**config.mk**
```make
export PLATFORM = sky130hd
export DESIGN_NAME = indexed_list_insert_remove_unit
export DESIGN_NICKNAME = d
export VERILOG_FILES = /design/src/design/ilir_pkg.sv /design/src/design/ilir_cell.sv /design/src/design/indexed_list_insert_remove_unit.sv
export VERILOG_INCLUDE_DIRS = /design/src /design/src/design
export SDC_FILE = /design/constraint.sdc
export NUM_CORES = 2
export LEC_CHECK = 0
export BUFFER_PORTS_ARGS = -buffer_cell sky130_fd_sc_hd__buf_2
export CAP_MARGIN = 20
export CORE_UTILIZATION = 39
export DETAILED_ROUTE_END_ITERATION = 7
export SLEW_MARGIN = 20
export SYNTH_ARGS = -nofsm -noshare
export SYNTH_HDL_FRONTEND = slang
export SYNTH_SLANG_ARGS = --single-unit
```
**constraint.sdc**
```tcl
create_clock -name clk -period 7.6 [get_ports clk]
set_input_delay 1.52 -clock clk [delete_from_list [all_inputs] [get_ports clk]]
set_output_delay 1.52 -clock clk [all_outputs]
set_load 0.005 [all_outputs]
```
**src/design/indexed_list_insert_remove_unit_defines.svh**
```systemverilog
`ifndef INDEXED_LIST_INSERT_REMOVE_UNIT_DEFINES_SVH
`define INDEXED_LIST_INSERT_REMOVE_UNIT_DEFINES_SVH

`ifndef SYNTH
`define ILIR_ASSERT_IMP(lbl, ante, cons) \
  lbl: assert property (@(posedge clk) disable iff (!rst_n) (ante) |-> (cons)) \
    else $error("ilir assertion failed");
`define ILIR_ASSERT_NXT(lbl, ante, cons) \
  lbl: assert property (@(posedge clk) disable iff (!rst_n) (ante) |=> (cons)) \
    else $error("ilir assertion failed");
`else
`define ILIR_ASSERT_IMP(lbl, ante, cons)
`define ILIR_ASSERT_NXT(lbl, ante, cons)
`endif

`endif

```
**src/design/ilir_pkg.sv**
```systemverilog
package ilir_pkg;

  localparam int unsigned IDX_BITS = 6;

  localparam logic [2:0] OP_APPEND      = 3'd0;
  localparam logic [2:0] OP_INSERT      = 3'd1;
  localparam logic [2:0] OP_REMOVE_LAST = 3'd2;
  localparam logic [2:0] OP_REMOVE_AT   = 3'd3;
  localparam logic [2:0] OP_DUMP        = 3'd4;

  localparam logic [1:0] ST_OK    = 2'd0;
  localparam logic [1:0] ST_RANGE = 2'd1;
  localparam logic [1:0] ST_FULL  = 2'd2;
  localparam logic [1:0] ST_EMPTY = 2'd3;

  typedef enum logic [1:0] {
    MODE_HOLD,
    MODE_SHIFT_UP,
    MODE_SHIFT_DOWN,
    MODE_ROTATE
  } mode_t;

  typedef struct packed {
    mode_t                mode;
    logic [IDX_BITS-1:0]  pos;
    logic [IDX_BITS-1:0]  last_idx;
  } cell_ctrl_t;

endpackage

```
**src/design/ilir_cell.sv**
```systemverilog
module ilir_cell #(
  parameter int unsigned INDEX      = 0,
  parameter int unsigned ENTRY_BITS = 32
) (
  input  logic                    clk,
  input  ilir_pkg::cell_ctrl_t    ctrl,
  input  logic [ENTRY_BITS-1:0]   word_in,
  input  logic [ENTRY_BITS-1:0]   left,
  input  logic [ENTRY_BITS-1:0]   right,
  input  logic [ENTRY_BITS-1:0]   head,
  output logic [ENTRY_BITS-1:0]   q
);

  localparam logic [ilir_pkg::IDX_BITS-1:0] MY_IDX = ilir_pkg::IDX_BITS'(INDEX);

  logic [ENTRY_BITS-1:0] q_r;

  always_ff @(posedge clk) begin
    case (ctrl.mode)
      ilir_pkg::MODE_SHIFT_UP: begin
        if (MY_IDX == ctrl.pos) begin
          q_r <= word_in;
        end else if (MY_IDX > ctrl.pos) begin
          q_r <= left;
        end
      end
      ilir_pkg::MODE_SHIFT_DOWN: begin
        if (MY_IDX >= ctrl.pos) begin
          q_r <= right;
        end
      end
      ilir_pkg::MODE_ROTATE: begin
        if (MY_IDX == ctrl.last_idx) begin
          q_r <= head;
        end else begin
          q_r <= right;
        end
      end
      default: begin
      end
    endcase
  end

  assign q = q_r;

endmodule

```
**src/design/indexed_list_insert_remove_unit.sv**
```systemverilog
// Edits (append, insert, remove) register their result at the accepting edge.
// Dump of N entries rotates the cell chain via cell 0: N results, one per cycle if out_ready.
// Next transaction is taken once the output register is free and no dump is running.
// Reset (rst_n low, synchronous) empties the list; entry words are not cleared.
`include "indexed_list_insert_remove_unit_defines.svh"

module indexed_list_insert_remove_unit #(
  parameter int unsigned DEPTH      = 32,
  parameter int unsigned ENTRY_BITS = 32
) (
  input  logic        clk,
  input  logic        rst_n,
  input  logic        in_valid,
  output logic        in_ready,
  input  logic [2:0]  in_op,
  input  logic [4:0]  in_position,
  input  logic [31:0] in_entry_value,
  output logic        out_valid,
  input  logic        out_ready,
  output logic [1:0]  out_status,
  output logic [31:0] out_entry_out,
  output logic        out_last,
  output logic [5:0]  out_count
);

  localparam int unsigned CW   = $clog2(DEPTH + 1);
  localparam int unsigned CMPW = (CW > 5) ? CW : 5;
  localparam int unsigned IB   = ilir_pkg::IDX_BITS;

  typedef enum logic {S_IDLE, S_DUMP} state_t;

  state_t          state_r;
  logic [CW-1:0]   count_r;
  logic [CW-1:0]   count_nxt;
  logic [CW-1:0]   rem_r;
  logic            out_valid_r;
  logic [1:0]      out_status_r;
  logic [31:0]     out_entry_r;
  logic            out_last_r;
  logic [5:0]      out_count_r;

  logic                  out_free;
  logic                  acc;
  logic                  dump_step;
  logic                  in_range;
  logic                  full;
  logic                  empty;
  logic [1:0]            status_c;
  ilir_pkg::mode_t       edit_mode;
  logic [IB-1:0]         edit_pos;
  ilir_pkg::cell_ctrl_t  ctrl;
  logic [ENTRY_BITS-1:0] word_in;
  logic [ENTRY_BITS-1:0] entry_w [DEPTH];

  assign out_free  = !out_valid_r || out_ready;
  assign in_ready  = (state_r == S_IDLE) && out_free;
  assign acc       = in_valid && in_ready;
  assign dump_step = (state_r == S_DUMP) && out_free;
  assign full      = (count_r == CW'(DEPTH));
  assign empty     = (count_r == '0);
  assign in_range  = CMPW'(in_position) < CMPW'(count_r);
  assign word_in   = ENTRY_BITS'(in_entry_value);

  always_comb begin
    status_c  = ilir_pkg::ST_OK;
    edit_mode = ilir_pkg::MODE_HOLD;
    edit_pos  = IB'(in_position);
    count_nxt = count_r;
    unique case (in_op)
      ilir_pkg::OP_APPEND: begin
        if (full) begin
          status_c = ilir_pkg::ST_FULL;
        end else begin
          edit_mode = ilir_pkg::MODE_SHIFT_UP;
          edit_pos  = IB'(count_r);
          count_nxt = count_r + 1'b1;
        end
      end
      ilir_pkg::OP_INSERT: begin
        if (!in_range) begin
          status_c = ilir_pkg::ST_RANGE;
        end else if (full) begin
          status_c = ilir_pkg::ST_FULL;
        end else begin
          edit_mode = ilir_pkg::MODE_SHIFT_UP;
          count_nxt = count_r + 1'b1;
        end
      end
      ilir_pkg::OP_REMOVE_LAST: begin
        if (empty) begin
          status_c = ilir_pkg::ST_EMPTY;
        end else begin
          count_nxt = count_r - 1'b1;
        end
      end
      ilir_pkg::OP_REMOVE_AT: begin
        if (!in_range) begin
          status_c = ilir_pkg::ST_RANGE;
        end else begin
          edit_mode = ilir_pkg::MODE_SHIFT_DOWN;
          count_nxt = count_r - 1'b1;
        end
      end
      ilir_pkg::OP_DUMP: begin
        if (empty) begin
          status_c = ilir_pkg::ST_EMPTY;
        end
      end
      default: begin
      end
    endcase
  end

  always_comb begin
    ctrl.pos      = edit_pos;
    ctrl.last_idx = IB'(count_r - 1'b1);
    if (dump_step) begin
      ctrl.mode = ilir_pkg::MODE_ROTATE;
    end else if (acc) begin
      ctrl.mode = edit_mode;
    end else begin
      ctrl.mode = ilir_pkg::MODE_HOLD;
    end
  end

  for (genvar i = 0; i < DEPTH; i++) begin : g_cell
    logic [ENTRY_BITS-1:0] left_w;
    logic [ENTRY_BITS-1:0] right_w;
    if (i == 0) begin : g_first
      assign left_w = word_in;
    end else begin : g_mid_l
      assign left_w = entry_w[i-1];
    end
    if (i == DEPTH - 1) begin : g_final
      assign right_w = entry_w[i];
    end else begin : g_mid_r
      assign right_w = entry_w[i+1];
    end
    ilir_cell #(
      .INDEX      (i),
      .ENTRY_BITS (ENTRY_BITS)
    ) u_cell (
      .clk     (clk),
      .ctrl    (ctrl),
      .word_in (word_in),
      .left    (left_w),
      .right   (right_w),
      .head    (entry_w[0]),
      .q       (entry_w[i])
    );
  end

  always_ff @(posedge clk) begin
    if (!rst_n) begin
      state_r     <= S_IDLE;
      count_r     <= '0;
      rem_r       <= '0;
      out_valid_r <= 1'b0;
    end else begin
      if (acc) begin
        count_r <= count_nxt;
        if ((in_op == ilir_pkg::OP_DUMP) && !empty) begin
          state_r     <= S_DUMP;
          rem_r       <= count_r;
          out_valid_r <= 1'b0;
        end else begin
          out_valid_r  <= 1'b1;
          out_status_r <= status_c;
          out_entry_r  <= '0;
          out_last_r   <= 1'b1;
          out_count_r  <= 6'(count_nxt);
        end
      end else if (dump_step) begin
        out_valid_r  <= 1'b1;
        out_status_r <= ilir_pkg::ST_OK;
        out_entry_r  <= 32'(entry_w[0]);
        out_last_r   <= (rem_r == CW'(1));
        out_count_r  <= 6'(count_r);
        rem_r        <= rem_r - 1'b1;
        if (rem_r == CW'(1)) begin
          state_r <= S_IDLE;
        end
      end else if (out_ready) begin
        out_valid_r <= 1'b0;
      end
    end
  end

  assign out_valid     = out_valid_r;
  assign out_status    = out_status_r;
  assign out_entry_out = out_entry_r;
  assign out_last      = out_last_r;
  assign out_count     = out_count_r;

  `ILIR_ASSERT_IMP(a_count_bound, 1'b1, count_r <= CW'(DEPTH))
  `ILIR_ASSERT_NXT(a_dump_keeps_count, state_r == S_DUMP, $stable(count_r))
  `ILIR_ASSERT_NXT(a_dump_ends, dump_step && (rem_r == CW'(1)), state_r == S_IDLE)
  `ILIR_ASSERT_NXT(a_edit_result, acc && (in_op != ilir_pkg::OP_DUMP), out_valid_r)

endmodule

```
Word level (Yosys, flattened, before mapping)
Index checks and enable logic that the tools add are counted.
- add/sub/neg operators: 3
- $lt $le $gt $ge: 64
- equal/unequal tests: 138
- mux-type cells: 200
- bitwise operators: 1
- reductions and logical operators: 52
- operators with widths (cell ; number):
    2-to-1 mux 32 bit ; 130
    one-hot mux 32 bit (3 select lines) ; 31
    equality test 5 x 6 -> 1 bit, first input constant ; 32
    AND reduction 3 bit ; 33
    equality test 4 x 6 -> 1 bit, first input constant ; 16
    > comparator 5 x 6 -> 1 bit, first input constant ; 16
    inequality test 3 x 1 -> 1 bit, second input constant ; 32
    greater-or-equal comparator 5 x 6 -> 1 bit, first input constant ; 15
    2-to-1 mux 6 bit ; 12
    inequality test 2 x 1 -> 1 bit, second input constant ; 33
    one-hot mux 32 bit (2 select lines) ; 1
    equality test 3 x 6 -> 1 bit, first input constant ; 8
    greater-or-equal comparator 4 x 6 -> 1 bit, first input constant ; 8
    > comparator 4 x 6 -> 1 bit, first input constant ; 8
    equality test 2 x 6 -> 1 bit, first input constant ; 4
    greater-or-equal comparator 3 x 6 -> 1 bit, first input constant ; 4
    > comparator 3 x 6 -> 1 bit, first input constant ; 4
    one-hot mux 6 bit (4 select lines) ; 1
    2-to-1 mux 2 bit ; 10
    logical NOT 6 bit ; 3
    2-to-1 mux 1 bit ; 13
    equality test 1 x 6 -> 1 bit, first input constant ; 2
    greater-or-equal comparator 1 x 6 -> 1 bit, first input constant ; 2
    greater-or-equal comparator 2 x 6 -> 1 bit, first input constant ; 2
    other kinds (25) ; 38
- register bits: 1079

Longest topological paths before layout
- depth in word-level cells: 9
- mapped depth: 15

By module
From an unflattened synthesis, not the netlist that was laid out.
- cells, all modules: 7148
- area, all modules: 71589.9 um2
- by module, submodules not included (module ; times used ; cells each ; area an instance (um2) ; sequential area each (um2)):
    indexed_list_insert_remove_unit ; 1 ; 270 ; 2845.2 ; 1511.4
    ilir_cell (g_cell[6].u_cell) ; 1 ; 303 ; 2587.5 ; 960.9
    ilir_cell (g_cell[29].u_cell) ; 1 ; 272 ; 2479.9 ; 960.9
    ilir_cell (g_cell[7].u_cell) ; 1 ; 273 ; 2448.6 ; 960.9
    ilir_cell (g_cell[5].u_cell) ; 1 ; 269 ; 2384.8 ; 960.9
    ilir_cell (g_cell[24].u_cell) ; 1 ; 237 ; 2369.8 ; 960.9
    ilir_cell (g_cell[14].u_cell) ; 1 ; 241 ; 2322.2 ; 960.9
    ilir_cell (g_cell[9].u_cell) ; 1 ; 268 ; 2297.2 ; 960.9
    ilir_cell (g_cell[21].u_cell) ; 1 ; 241 ; 2257.2 ; 960.9
    ilir_cell (g_cell[25].u_cell) ; 1 ; 241 ; 2250.9 ; 960.9
    ilir_cell (g_cell[28].u_cell) ; 1 ; 237 ; 2250.9 ; 960.9
    ilir_cell (g_cell[19].u_cell) ; 1 ; 183 ; 2214.6 ; 960.9
    ilir_cell (g_cell[10].u_cell) ; 1 ; 183 ; 2208.4 ; 960.9
    ilir_cell (g_cell[18].u_cell) ; 1 ; 183 ; 2207.1 ; 960.9
    19 more rows ; -- ; -- ; -- ; --

Worst setup path before layout
Ideal clock, no wire load.
- path type: input -> register
- start: in in_op[0]
- end: reg g_cell[0].u_cell.q_r[0] (enable)
- library setup time: 511 ps
- data arrival time: 5956 ps
- required time: 7089 ps
- path slack: 1134 ps
- stages: 8
- cells stage by stage: buf_4 nor3_4 clkbuf_1 nor2_1 a21oi_1 a41o_1 nand2_1 o41ai_1
- cells in the longest elaborated chain, start to end: 7
- ends and longest elaborated chain (what ; RTL line ; RTL):
    start, declared ; indexed_list_insert_remove_unit.sv:15 ; input logic [2:0] in_op,
    equality test 3 x 2 -> 1 bit, or another cell as far along ; indexed_list_insert_remove_unit.sv:69 ; unique case (in_op)
    one-hot mux 2 bit (3 select lines) ; indexed_list_insert_remove_unit.sv:69 ;
    2-to-1 mux 2 bit ; indexed_list_insert_remove_unit.sv:119 ; end else if (acc) begin
    2-to-1 mux 2 bit ; indexed_list_insert_remove_unit.sv:117 ; if (dump_step) begin
    equality test 2 x 1 -> 1 bit / equality test 2 bit (equally long branches) ; ilir_cell.sv:19 ; case (ctrl.mode)
    inequality test 3 x 1 -> 1 bit (no source line), or another cell as far along ; -- ;
    AND reduction 4 bit (no source line) * ; -- ;
    end signal, assigned ; ilir_cell.sv:22 ; q_r <= word_in;
    end signal, assigned ; ilir_cell.sv:24 ; q_r <= left;
    end signal, assigned ; ilir_cell.sv:29 ; q_r <= right;
    end, declared ; ilir_cell.sv:16 ; logic [ENTRY_BITS-1:0] q_r;
Every way passes the cells marked *; elsewhere a longest branch is shown, timed or not.
A chain may end at the register's enable or synchronous reset.

Worst setup path in the final report
- start: reg count_r[0]
- end: reg g_cell[19].u_cell.q_r[2] (data pin)
- cells in the longest elaborated chain, start to end: 8
- ends and longest elaborated chain (what ; RTL line ; RTL):
    start, declared ; indexed_list_insert_remove_unit.sv:33 ; logic [CW-1:0] count_r;
    start signal, assigned ; indexed_list_insert_remove_unit.sv:161 ; count_r <= count_nxt;
    parallel branches: the longest is 7 deep, another holds less-than comparator 5 x 6 -> 1 bit ; -- ;
    one-hot mux 32 bit (3 select lines) * ; ilir_cell.sv:19 ;
    end signal, assigned ; ilir_cell.sv:22 ;
    end signal, assigned ; ilir_cell.sv:24 ;
    end signal, assigned ; ilir_cell.sv:29 ;
    end, declared ; ilir_cell.sv:16 ;
Every way passes the cells marked *.

==> run_results.csv <==
group,metric,value,unit
power,power.switching,3.43,mW
placed_design,dp_slack,2100,ps
clock_tree,root_buffer,"clkbuf_16",
sta,maxSlewViolCount,0,
floorplanning,rows,145,
logic_synthesis,syn_inst,5629,
critical_path,cp.required,8050,ps
global_routing,grt_pass1_wl,332000,µm
run,maxCapViolCount,0,
layout,syn2layout_area_growth,9.56,%
clock_tree,cts_tree,"built",
drt,drc,0,
clock_tree,postCtsHoldBufs,0,
logic_synthesis,yosysMostFrequentCell,"edfxtp_1",
clock_tree,clock_latency,770,ps
sta,fin_setup_tns,0,ps
logic_synthesis,ys_top_cells_by_area,"edfxtp_1 (52%), mux2i_1 (11%), a221o_1 (6.2%)",
logic_synthesis,async_flop_share,0,
logic_synthesis,synth_flop_cell,"edfxtp_1",
drt,dr.pass1.iters,7,
sta,setup_slack,2390,ps
global_routing,grt_max_degree,175,
power,clkPwrFrac,0.402,
critical_path,end_kind,"register",
floorplanning,die_area,160000,µm²
global_routing,grt_pass1_vias,47400,
floorplanning,die_h,400,µm
clock_tree,cts_resized,0,
drt,avgRoutedWirePerCell,29.8,µm
logic_synthesis,ys_ff_latch,1079,
critical_path,crit_type,"register to register",
drt,drt_iter0_drc,7682,
placed_design,numPortBuffers,86,
global_routing,grt_antenna_before_repair,12,
sta,fin_hold_ws,527,ps
power,peakVddDrop,0.189,mV
clock_tree,path_clk_slew,70,ps
layout,instances_no_fill,7476,
placed_design,dp_hpwl,144000,µm
sta,fin_skew,53.5,ps
power,finalPower,13.4,mW
layout,nNetsFinal,5382,
clock_tree,ctsHtreeMaxLevel,3,
clock_tree,cts_setup_buffers,0,
placed_design,dpl_cell_area,64000,µm²
layout,layout-drive-gt1-share,0.105,
logic_synthesis,synth_area,61600,µm²
global_routing,grt_overflow,0,
floorplanning,design.core.area,157000,µm²
global_routing,grt_use_total,0.273,
clock_tree,cts_buffers,117,
sta,rsz0062_at_grt,"no",
sta,worstMarginPinSlew,1100,ps
sta,fin_crit_sh,0.686,
placed_design,place_congestion,0.922,
floorplanning,start_util,0.394,
critical_path,crit_arrival,5660,ps
logic_synthesis,seq_area_frac_synth,0.523,
sta,min_period,5210,ps
sta,finalHoldViolCount,0,
sta,fmax,192,MHz
clock_tree,cts_sinks,1079,
logic_synthesis,yosys.area.top_type_share,0.519,
floorplanning,die_w,400,µm
logic_synthesis,synth_enable_flop_cells,1065,
power,combPwrFrac,0.089,
placed_design,dpl.cell_count,7263,
min_path,min_path_type,"register to register",
run_status,status,"complete, no violations",
floorplanning,io-pin-count,87,
layout,fin_util,0.431,
drt,vias_per_cell,6.70,
power,p_int,9.99,mW
drt,vias,50100,
drt,drtAntennaViolNets,0,
sta,relSlewSlack,0.246,
drt,wl,223000,µm
power,seqPwrFrac,0.509,
power,power_density,199,nW/µm²
logic_synthesis,synthTopCellsByCount,"edfxtp_1 (1065), mux2i_1 (684), nand2_1 (506)",
power,p_leak,25.0,nW
sta,setup_violations,0,
logic_synthesis,yosysWarnings,0,
clock_tree,cts-root-to-sink-buffers,3,
logic_synthesis,yosysTopAreaCell,"edfxtp_1",
critical_path,path_max_fanout,31,
layout,design_area,67500,µm²
critical_path,start_kind,"register",
logic_synthesis,synth_cell_types,91,
layout,fill_cells,14600,
logic_synthesis,avgSynthCellArea,10.9,µm²
power,switching_share,0.256,
logic_synthesis,syn_nets,5685,
registers in the layout, summed over array words and instances (netlist names):
register	cells
out_status	2
g_cell.u_cell.q	1024
count_r	6
out_count	6
out_last	1
out_valid	1
state_r	1
rem_r	6
out_entry_out	32
path summary, 6_finish.rpt:
check                                       start                                to  cells after the start  slack (ps)
hold reg to reg   g_cell[1].u_cell.q[7]$_DFFE_PP_   g_cell[0].u_cell.q[7]$_DFFE_PP_                      2         530
setup / recovery          count_r[0]$_SDFFE_PN0P_  g_cell[19].u_cell.q[2]$_DFFE_PP_                     10        2390
setup reg to reg          count_r[0]$_SDFFE_PN0P_  g_cell[19].u_cell.q[2]$_DFFE_PP_                     10        2390
hold / removal    g_cell[1].u_cell.q[7]$_DFFE_PP_   g_cell[0].u_cell.q[7]$_DFFE_PP_                      2         530
logic make-up after synthesis:
| logic type | Yosys count | synth area share |
|---|---|---|
| flip-flops | 1079 | 0.523 |
| adder cells (fa/ha/maj) | 12 | 0.00244 |
| AND/OR/NAND/NOR | 1322 | 0.0958 |
| XOR/XNOR | 2 | 0.000284 |
| multiplexers | 685 | 0.111 |
| buffers and inverters | 805 | 0.0551 |
| AO/OA/AOI/OAI | 1724 | 0.212 |
layer usage:
| metal | track usage | part of all wire | vias to the layer above |
|---|---|---|---|
| li1 | - | - | 21500 |
| met1 | 0.408 | 0.43 | 24900 |
| met2 | 0.402 | 0.43 | 3447 |
| met3 | 0.0533 | 0.12 | 311 |
| met4 | 0.0666 | 0.021 | 6 |
| met5 | 0 | 0.00015 | - |
layout make-up:
cell class	count	area (µm²)	area share
inverter	116	435	0.00645
antenna	6	15.0	0.000222
clock inverter	59	388	0.00574
tap	2058	2570	0.0381
multi-input combinational	3745	26800	0.397
sequential	1079	32300	0.478
clock buffer	146	3080	0.0456
timing repair buffer	267	1990	0.0295
worst max-delay path, stage by stage, from the launching register on:
cell      delay, ps
dfxtp_1         310
inv_1           320
ha_1            770
nand2b_1        520
o21ai_2         250
buf_4           340
mux2i_1         950
nand2_2         790
buf_4           430
nand3_1         110
o211ai_1        100
layout by cell type, fill, tap and decap left out, types with 10 or more instances in the layout:
cell	instances
edfxtp_1	1065
mux2i_1	684
nand2_1	496
a221o_1	382
a22oi_1	355
nand3_1	309
nor2_1	292
o21ai_0	270
o211ai_1	230
buf_4	166
o221ai_1	128
a21oi_1	125
clkbuf_16	119
inv_1	115
buf_2	86
o21ai_1	54
and2_1	46
a32oi_1	37
nand4_1	34
clkinv_1	29
clkbuf_1	27
clkinv_2	23
o21ai_2	19
a21oi_4	19
nor3_1	18
nor2_2	17
nand2b_1	14
dfxtp_1	14
o21ai_4	13
ha_1	12
nor2_4	10
power by group through the flow:
stage	sequential (mW)	combinational (mW)	clock, mW
2_1_floorplan	6.92	0.760	0
3_3_place_gp	6.95	1.14	0
6_report	6.83	1.19	5.40
5_1_grt	6.84	1.27	5.66
4_1_cts	6.82	1.16	5.44
3_5_place_dp	6.95	1.16	0
Note: power is estimated with default switching activity, not from simulation.
